<file path="src/design/tcd_pkg.sv">
package tcd_pkg;

    localparam int MAX_ROWS    = 256;
    localparam int MAX_COLS    = 64;
    localparam int FRAC_BITS   = 16;
    localparam int ROW_W       = $clog2(MAX_ROWS);
    localparam int COL_W       = $clog2(MAX_COLS);
    localparam int ADDR_W      = ROW_W + COL_W;
    localparam int STORE_DEPTH = MAX_ROWS * MAX_COLS;

    localparam int ROWCNT_W = 9;
    localparam int COLCNT_W = 7;
    localparam int CFG_IDX_W = 1;
    localparam int CFG_DATA_W = 9;
    localparam int VALUE_W = 32;
    localparam int TOTAL_W = 35;

    // Magnitudes of a difference and of a sum of two Q16.16 words.
    localparam int MAG_W = VALUE_W + 1;
    // Since |a-b| <= |a|+|b|, the quotient is at most 2^FRAC_BITS.
    localparam int QUOT_W = FRAC_BITS + 1;

    localparam logic [CFG_IDX_W-1:0] REG_ROW_COUNT    = 1'd0;
    localparam logic [CFG_IDX_W-1:0] REG_COLUMN_COUNT = 1'd1;

    typedef struct packed {
        logic              mem_we;
        logic [ADDR_W-1:0] waddr;
        logic              mem_re;
        logic [ADDR_W-1:0] raddr_a;
        logic [ADDR_W-1:0] raddr_b;
        logic              clear;
        logic              prep;
        logic              accumulate;
        logic              load_out;
    } tcd_cmd_t;

    typedef struct packed {
        logic den_zero;
        logic div_done;
    } tcd_status_t;

endpackage

</file>
<file path="src/design/tcd_ctrl.sv">
module tcd_ctrl (
    input  logic                            clk,
    input  logic                            rst_n,
    input  logic                            cfg_we,
    input  logic [tcd_pkg::CFG_IDX_W-1:0]   cfg_index,
    input  logic [tcd_pkg::CFG_DATA_W-1:0]  cfg_data,
    input  logic                            in_valid,
    output logic                            in_ready,
    output logic                            out_valid,
    input  logic                            out_ready,
    input  tcd_pkg::tcd_status_t            status,
    output tcd_pkg::tcd_cmd_t               cmd
);
    import tcd_pkg::*;

    typedef enum logic [2:0] {S_LOAD, S_READ, S_PREP, S_DIV, S_FINISH} state_t;

    state_t              state_reg, state_next;
    logic [ROWCNT_W-1:0] rowcnt_reg, rowcnt_next;
    logic [COLCNT_W-1:0] colcnt_reg, colcnt_next;
    logic [ROW_W-1:0]    lrow_reg, lrow_next;
    logic [COL_W-1:0]    lcol_reg, lcol_next;
    logic [COL_W-1:0]    first_reg, first_next;
    logic [COL_W-1:0]    second_reg, second_next;
    logic [ROW_W-1:0]    row_reg, row_next;
    logic                out_valid_reg, out_valid_next;

    logic [ROW_W-1:0]    rows_m1;
    logic [COL_W-1:0]    cols_m1;
    logic                accept, last_elem, advance;

    // A count of zero acts as one; a count above the maximum is clamped.
    always_comb begin
        if (rowcnt_reg == '0)
            rows_m1 = '0;
        else if (rowcnt_reg > ROWCNT_W'(MAX_ROWS))
            rows_m1 = ROW_W'(MAX_ROWS - 1);
        else
            rows_m1 = ROW_W'(rowcnt_reg - 1'b1);
        if (colcnt_reg == '0)
            cols_m1 = '0;
        else if (colcnt_reg > COLCNT_W'(MAX_COLS))
            cols_m1 = COL_W'(MAX_COLS - 1);
        else
            cols_m1 = COL_W'(colcnt_reg - 1'b1);
    end

    always_comb begin
        accept    = (state_reg == S_LOAD) && in_valid;
        last_elem = (lrow_reg == rows_m1) && (lcol_reg == cols_m1);
        advance   = ((state_reg == S_PREP) && status.den_zero)
                 || ((state_reg == S_DIV) && status.div_done);

        cmd            = '0;
        cmd.mem_we     = accept;
        cmd.waddr      = {lcol_reg, lrow_reg};
        cmd.mem_re     = (state_reg == S_READ);
        cmd.raddr_a    = {first_reg, row_reg};
        cmd.raddr_b    = {second_reg, row_reg};
        cmd.clear      = accept && last_elem;
        cmd.prep       = (state_reg == S_PREP);
        cmd.accumulate = (state_reg == S_DIV) && status.div_done;

        state_next     = state_reg;
        rowcnt_next    = rowcnt_reg;
        colcnt_next    = colcnt_reg;
        lrow_next      = lrow_reg;
        lcol_next      = lcol_reg;
        first_next     = first_reg;
        second_next    = second_reg;
        row_next       = row_reg;
        out_valid_next = out_valid_reg && !out_ready;

        case (state_reg)
            S_LOAD:
            begin
                if (accept)
                begin
                    if (lrow_reg == rows_m1)
                    begin
                        lrow_next = '0;
                        lcol_next = lcol_reg + 1'b1;
                    end
                    else
                    begin
                        lrow_next = lrow_reg + 1'b1;
                    end
                    if (last_elem)
                    begin
                        first_next  = '0;
                        second_next = COL_W'(1);
                        row_next    = '0;
                        state_next  = (cols_m1 == '0) ? S_FINISH : S_READ;
                    end
                end
            end
            S_READ:
            begin
                state_next = S_PREP;
            end
            S_PREP:
            begin
                state_next = status.den_zero ? S_READ : S_DIV;
            end
            S_DIV:
            begin
                if (status.div_done)
                begin
                    state_next = S_READ;
                end
            end
            S_FINISH:
            begin
                if (!out_valid_reg || out_ready)
                begin
                    cmd.load_out   = 1'b1;
                    out_valid_next = 1'b1;
                    lrow_next      = '0;
                    lcol_next      = '0;
                    state_next     = S_LOAD;
                end
            end
            default:
            begin
                state_next = S_LOAD;
            end
        endcase

        // Walk the rows, then the second column, then the first column.
        if (advance)
        begin
            if (row_reg == rows_m1)
            begin
                row_next = '0;
                if (second_reg == cols_m1)
                begin
                    if (first_reg == cols_m1 - 1'b1)
                    begin
                        state_next = S_FINISH;
                    end
                    else
                    begin
                        first_next  = first_reg + 1'b1;
                        second_next = first_reg + COL_W'(2);
                    end
                end
                else
                begin
                    second_next = second_reg + 1'b1;
                end
            end
            else
            begin
                row_next = row_reg + 1'b1;
            end
        end

        // A register write restarts the load of the matrix.
        if (cfg_we)
        begin
            lrow_next = '0;
            lcol_next = '0;
            if (cfg_index == REG_ROW_COUNT)
                rowcnt_next = cfg_data[ROWCNT_W-1:0];
            else if (cfg_index == REG_COLUMN_COUNT)
                colcnt_next = cfg_data[COLCNT_W-1:0];
        end
    end

    always_ff @(posedge clk or negedge rst_n)
    begin
        if (!rst_n)
        begin
            state_reg     <= S_LOAD;
            rowcnt_reg    <= ROWCNT_W'(MAX_ROWS);
            colcnt_reg    <= COLCNT_W'(MAX_COLS);
            lrow_reg      <= '0;
            lcol_reg      <= '0;
            first_reg     <= '0;
            second_reg    <= '0;
            row_reg       <= '0;
            out_valid_reg <= 1'b0;
        end
        else
        begin
            state_reg     <= state_next;
            rowcnt_reg    <= rowcnt_next;
            colcnt_reg    <= colcnt_next;
            lrow_reg      <= lrow_next;
            lcol_reg      <= lcol_next;
            first_reg     <= first_next;
            second_reg    <= second_next;
            row_reg       <= row_next;
            out_valid_reg <= out_valid_next;
        end
    end

    assign in_ready  = (state_reg == S_LOAD);
    assign out_valid = out_valid_reg;

`ifndef SYNTH
    a_done_in_div: assert property (@(posedge clk) disable iff (!rst_n)
        status.div_done |-> state_reg == S_DIV)
        else $error("divider finished outside the divide state");

    a_pair_order: assert property (@(posedge clk) disable iff (!rst_n)
        (state_reg == S_READ || state_reg == S_PREP || state_reg == S_DIV)
        |-> first_reg < second_reg && second_reg <= cols_m1)
        else $error("pair walk columns out of order");

    a_load_bound: assert property (@(posedge clk) disable iff (!rst_n)
        state_reg == S_LOAD |-> lcol_reg <= cols_m1)
        else $error("load column beyond configured count");

    a_hold_finish: assert property (@(posedge clk) disable iff (!rst_n)
        (state_reg == S_FINISH && out_valid_reg && !out_ready)
        |=> state_reg == S_FINISH)
        else $error("result overwrote a pending one");
`endif

endmodule

</file>
<file path="config.mk">
export PLATFORM = sky130hd
export DESIGN_NAME = tcd_ctrl
export DESIGN_NICKNAME = d
export VERILOG_FILES = /design/src/design/tcd_pkg.sv /design/src/design/tcd_ctrl.sv
export SDC_FILE = /design/constraint.sdc
export NUM_CORES = 1
export LEC_CHECK = 0
export BUFFER_PORTS_ARGS = -buffer_cell sky130_fd_sc_hd__buf_2
export CAP_MARGIN = 20
export CORE_MARGIN = 2
export CORE_UTILIZATION = 45
export DETAILED_ROUTE_END_ITERATION = 8
export PLACE_DENSITY_LB_ADDON = 0.15
export SLEW_MARGIN = 20
export SYNTH_ARGS = -nofsm -noshare
export SYNTH_HDL_FRONTEND = slang
export SYNTH_SLANG_ARGS = --single-unit
</file>
<file path="constraint.sdc">
create_clock -name clk -period 4.75 [get_ports clk]
set_input_delay 0.95 -clock clk [delete_from_list [all_inputs] [get_ports clk]]
set_output_delay 0.95 -clock clk [all_outputs]
set_load 0.02 [all_outputs]
</file>
==> results of run 1 <==
==> timing repair <==
item,CTS,global route
resized for setup,3,9
pin swaps,0,2
buffers inserted,1,2
setup endpoints to repair,1,2
endpoints found under the hold margin,0,0
==> stage by stage <==
step | area, µm² | hold WS (ps) | instances | util, % | worst slack [ps]
finish | 5116 | 538.3 | 725 | 52.34 | 174.2
global route | 5116 | 568.2 | 725 | 52.34 | -14.05
CTS | 5061 | 546.9 | 723 | 51.78 | 32.93
detailed placement | 4936 | 583.6 | 714 | 50.50 | 251.4
global placement | 4936 | 557.4 | 714 | 50.50 | 312.7
floorplan | 4539 | 553.8 | 541 | - | 292.2
==> cell type report <==
type | instances | area [µm²]
flip-flops and latches | 54 | 1354
repair buffers | 85 | 473.0
multi-input cells | 425 | 2938
inverters | 20 | 75.07
clock inverters | 2 | 37.54
clock buffers | 6 | 72.57
well taps | 133 | 166.4
fillers | 979 | 4658
==> report_power, final <==
| part | switching [mW] | total [mW] | internal [mW] |
|---|---|---|---|
| registers | 0.114 | 0.632 | 0.518 |
| clock network | 0.161 | 0.319 | 0.158 |
| logic | 0.481 | 0.784 | 0.303 |
| total | 0.757 | 1.74 | 0.979 |
==> cell families after synthesis <==
family                     synth area share, %
DFF                                      29.82
and+or+nand+nor                          25.72
AOI/OAI and AO/OA                        24.26
xor gates and xnor gates                 6.560
buffers and inverters                    6.505
adders and majority gates                2.977
muxes                                    4.162
==> worst max-delay path, stage by stage (launching register included) <==
cell and delay, ps:
dfrtp_1 410, inv_2 120, ha_4 170, or3b_1 360, and2_4 180, or4_4 430
a2111oi_4 350, nand3_2 140, or3_4 410, or4b_4 530, inv_1 70, buf_2 150
==> final timing paths <==
check | endpoint | start | slack [ps] | cells after the start
max in group asynchronous | rowcnt_reg[8]$_DFFE_PN1P_ | rst_n | 3350 | 2
max reg2reg | second_reg[4]$_DFF_PN0_ | colcnt_reg[1]$_DFFE_PN0P_ | 360 | 14
min | first_reg[3]$_DFF_PN0_ | rst_n | 540 | 1
min reg2reg | state_reg[1]$_DFF_PN0_ | state_reg[2]$_DFF_PN0_ | 570 | 1
min in group clk | state_reg[1]$_DFF_PN0_ | state_reg[2]$_DFF_PN0_ | 570 | 1
max | cmd[3] | rowcnt_reg[0]$_DFFE_PN0P_ | 170 | 11
==> layout by cell type, fill, tap and decap left out, types with 12 or more instances in the layout <==
cell,count
buf_4,19
nor3_1,19
mux2_2,15
xnor2_1,17
dfrtp_1,52
buf_2,66
xor2_1,17
nand2_1,37
o21ai_0,22
a21oi_1,13
nor2_1,37
and3_1,12
nand3_1,23
a211oi_1,12
inv_1,19
nand2b_1,12
a31oi_1,14
==> routing by layer <==
layer  share of wire [%]  track usage [%]
met1                  44            31.39
met2                  50            40.94
met3                 3.5            2.569
met4                 2.3            6.467
met5                   0                0
==> qor.csv, run 1 <==
metric,value,unit
count of flip-flops with a built-in enable after synthesis,0,
count of distinct cell types in the synthesized netlist,78,
outcome,finished clean,
Inserted Clock Buffers,5,
static power due to leakage,2.226,nW
power consumption,1.735,mW
die extent in x,104.4,µm
post-synthesis sequential element count,54,
number of sinks on the clock net,54,
max-slew violation count,0,
number of instances in the synthesized netlist,541,
post-synthesis cell area,4539,µm²
Site Rows,36,
library cell occupying the most area in the post-synthesis netlist,dfrtp_1,
critical path arrival,3630,ps
hold bufs inserted after CTS,0,
area growth from synthesis to layout,12.71,%
insertion delay of the later-clocked pin in the worst-skew pair,320,ps
WL final,12950,µm
Max-slew headroom,38.11,%
Root Buffer,clkbuf_8,
net count after synthesis,568,
critical path capture point type,primary output,
Slew @ Worst Pin,926.5,ps
Avg Inst Size Synth,8.391,µm²
commonest register cell after synthesis,dfrtp_1,
number of endpoints with negative hold slack in the final report,0,
initial cell density of the core,46.44,%
Crit Path Class,reg -> out,
standard cell core area,9774,µm²
critical path peak fanout,6,
synth warn,0,
Final HPWL DP,9770,µm
via count of the first global-routing pass,4195,
"IR drop worst, VDD",263.1,µV
total global routing overflow,0,
CTS max path bufs,2,
Layout Skew,10.89,ps
initial detailed-routing violation count,268,
most used standard cell by instance count after synthesis,dfrtp_1,
TritonCTS clock tree,done,
first-pass GRT wire length,21220,µm
share of synthesized flip-flops with an asynchronous set or reset,100.0,%
clock period minus final worst setup slack,4576,ps
NumNets Final,618,
via density per instance,6.105,
final-layout setup total negative slack,0,ps
setup-violating endpoint count in the final report,0,
routed length per placed instance,17.86,µm
share of final-layout standard cells stronger than drive strength 1,23.14,%
f_max,218.5,MHz
unrepaired setup endpoints after global routing,yes,
share of the clock period used by the worst path after layout,96.33,%
total I/O pin count,67,
power per unit of standard cell area,339.2,nW/µm²
vertical die dimension,104.4,µm
Routability Congestion,0.9134,
number of H-tree levels,2,
sequential share of the synthesized area,29.82,%
clock input transition at the sequential cells of the worst setup and hold paths,100,ps
number of remaining DRC errors,0,
max-cap viol count,0,
post-route ant nets,0,
Hold/Removal Path Class,in -> async,
Total Routing Usage GR,23.70,%
area of the die,10910,µm²
diode insertion count for antenna repair,0,
Synth top area share,28.67,%
number of vias after detailed routing,4426,
number of buffers added on ports,66,
required time of the critical path,3800,ps
1st-pass router iterations,4,
largest net degree at the start of global routing,39,
antenna violations before repair,0,
cell types with the highest counts after synthesis,"dfrtp_1 (52), nand2_1 (37), nor2_1 (37)",
max reg flops,9,
top post-synthesis cells by area,"dfrtp_1 (29%), mux2_2 (3.7%), xnor2_1 (3.3%)",
startpoint type of the worst setup path,register,
Power figures use the tool's default switching activity.
==> run 2, diff against run 1 <==
==> constraint.sdc (replaced) <==
create_clock -name clk -period 5.75 [get_ports clk]
set_input_delay 1.15 -clock clk [delete_from_list [all_inputs] [get_ports clk]]
set_output_delay 1.15 -clock clk [all_outputs]
set_load 0.02 [all_outputs]
==> run 2 against run 1 <==
Effect of this change:
- critical path depth unchanged
- total power shrank 20%
- combinational power decreased by 24%
- sequential cell count unchanged
- worst hold slack gained 46 ps
- count of clock-buffer cells in the layout unchanged
- sequential power down 14%
- design area decreased by 3.8%
- critical endpoint unchanged
- highest routed layer unchanged
==> qor.csv, run 2 (synthesis gave the netlist of run 1 again) <==
metric,value,unit,change
FF-to-FF path depth,14,,unchanged
Site Rows,36,,unchanged
first-pass GRT wire length,20910,µm,-1.4%
post-CTS setup-driven buffer insertion count,0,,-1
Slew @ Worst Pin,967.6,ps,+41.15 ps
power per unit of standard cell area,281.1,nW/µm²,-17%
TritonCTS clock tree,done,,
max-slew violation count,0,,unchanged
share of final-layout standard cells stronger than drive strength 1,19.51,%,-3.6 points
area of the die,10910,µm²,unchanged
via density per instance,6.115,,+0.16%
final-layout setup total negative slack,0,ps,unchanged
most common library cell in the layout ignoring fill and taps,buf_2,,
worst flop-to-flop path startpoint,colcnt_reg[0]$_DFFE_PN0P_,,
static power due to leakage,2.128,nW,-4.4%
Max-slew headroom,35.35,%,-2.8 points
cell depth of the worst min-delay path,1,,
max reg flops,9,,unchanged
CTS max path bufs,2,,unchanged
"IR drop worst, VDD",217.7,µV,-17%
Final HPWL DP,9387,µm,-3.9%
Layout Skew,17.78,ps,+6.891 ps
switching power,0.6259,mW,-17%
insertion delay of the later-clocked pin in the worst-skew pair,340,ps,+20 ps
Root Buffer,clkbuf_8,,
clock input transition at the sequential cells of the worst setup and hold paths,120,ps,+20 ps
startpoint type of the worst setup path,register,,
number of vias after detailed routing,4323,,-2.3%
critical path peak fanout,9,,+3
Inserted Clock Buffers,5,,unchanged
initial detailed-routing violation count,220,,-18%
unrepaired setup endpoints after global routing,no,,
Total Routing Usage GR,23.36,%,-0.33 points
area growth from synthesis to layout,8.434,%,
beginning of the worst hold path,state_reg[2]$_DFF_PN0_,,
total I/O pin count,67,,unchanged
1st-pass router iterations,4,,unchanged
via count of the first global-routing pass,4065,,-3.1%
critical path arrival,4300,ps,+670 ps
number of endpoints with negative hold slack in the final report,0,,unchanged
terminus of the critical flop-to-flop path,first_reg[4]$_DFF_PN0_,,
Routability Congestion,0.8938,,-2.1%
NumNets Final,600,,-2.9%
initial cell density of the core,46.44,%,unchanged
standard cell core area,9774,µm²,unchanged
portion of total power attributed to combinational logic,43.2,%,-2.0 points
Hold/Removal Path Class,reg -> reg,,
critical path capture point type,primary output,,
total global routing overflow,0,,unchanged
fillers,980,,+0.10%
die extent in x,104.4,µm,unchanged
"commonest cells after routing, fill and taps aside","buf_2 (66), dfrtp_1 (52), nor2_1 (37), nand2_1 (37)",,
antenna violations before repair,0,,unchanged
footprint of the flip-flops and latches,1354,µm²,unchanged
setup-violating endpoint count in the final report,0,,unchanged
number of sinks on the clock net,54,,unchanged
routed length per placed instance,17.76,µm,-0.57%
diode insertion count for antenna repair,0,,unchanged
end point of the worst hold path,state_reg[1]$_DFF_PN0_,,
max-cap viol count,0,,unchanged
Sequential Power Share,39.1,%,+2.7 points
share of the clock period used by the worst path after layout,94.70,%,
number of buffers added on ports,66,,unchanged
f_max,183.7,MHz,
largest net degree at the start of global routing,55,,+41%
number of remaining DRC errors,0,,unchanged
outcome,finished clean,,
post-route ant nets,0,,unchanged
Crit Path Class,reg -> out,,
number of H-tree levels,2,,unchanged
hold_ws,584.1,ps,+45.76 ps
area of combinational cells with multiple inputs,2890,µm²,-1.6%
# resized after CTS,0,,-3
WL final,12550,µm,-3.0%
share of total power in the clock network,17.6,%,-0.8 points
clock period minus final worst setup slack,5445,ps,
internal power of the cells,0.7576,mW,-23%
vertical die dimension,104.4,µm,unchanged
hold bufs inserted after CTS,0,,unchanged
share of total power consumed by net switching,45.24,%,+1.6 points
setup slack on the worst flop-to-flop path,860,ps,+500 ps
required time of the critical path,4600,ps,+800 ps
run 2: final cells by class:
class,instances,area share [%]
tap,133,3.381
sequential,54,27.50
clock buffer,6,1.678
multi-input combinational,425,58.72
inverter,20,1.525
clock inverter,2,0.3305
timing repair buffer,67,6.863
run 2: worst max path at each step:
stage / from / endpoint
CTS: rowcnt_reg[0]$_DFFE_PN0P_ / cmd[3]
detailed placement: rowcnt_reg[0]$_DFFE_PN0P_ / cmd[3]
finish: rowcnt_reg[0]$_DFFE_PN0P_ / cmd[3]
global route: rowcnt_reg[0]$_DFFE_PN0P_ / cmd[3]
floorplan: rowcnt_reg[0]$_DFFE_PN0P_ / cmd[3]
global placement: rowcnt_reg[0]$_DFFE_PN0P_ / cmd[3]
run 2: critical path: stages, from the launching register on:
cell,delay (ps)
dfrtp_1,430
inv_1,150
ha_1,270
nor3b_1,640
nand2_1,120
a211oi_1,560
o221a_2,340
nand3_2,80
or3_1,530
or4b_4,620
inv_1,80
buf_2,150
run 2: stage by stage:
step / total power, mW / setup slack [ps] / std cells / utilization [%] / cell area, µm²
2_1_floorplan: 0.9932 / 1092 / 541 / - / 4539
3_3_place_gp: 1.133 / 800.1 / 699 / 49.35 / 4823
3_5_place_dp: 1.143 / 702.1 / 699 / 49.35 / 4823
4_1_cts: 1.386 / 330.9 / 707 / 50.36 / 4922
5_1_grt: 1.483 / 22.91 / 707 / 50.36 / 4922
6_report: 1.384 / 304.9 / 707 / 50.36 / 4922
run 2: power groups by stage:
stage	sequential [mW]	clock (mW)	combinational, mW
after detailed placement	0.547	0	0.596
after floorplan	0.520	0	0.473
after CTS	0.540	0.247	0.599
final	0.541	0.244	0.598
after global placement	0.546	0	0.587
after global routing	0.554	0.266	0.663
run 2: routing by layer:
metal	track usage [%]	routed length (µm)	vias up
met2	39.12	6136	74
met4	6.660	221	0
met1	31.69	5851	2130
met5	0	0	-
met3	2.757	344	15
li1	-	-	2104
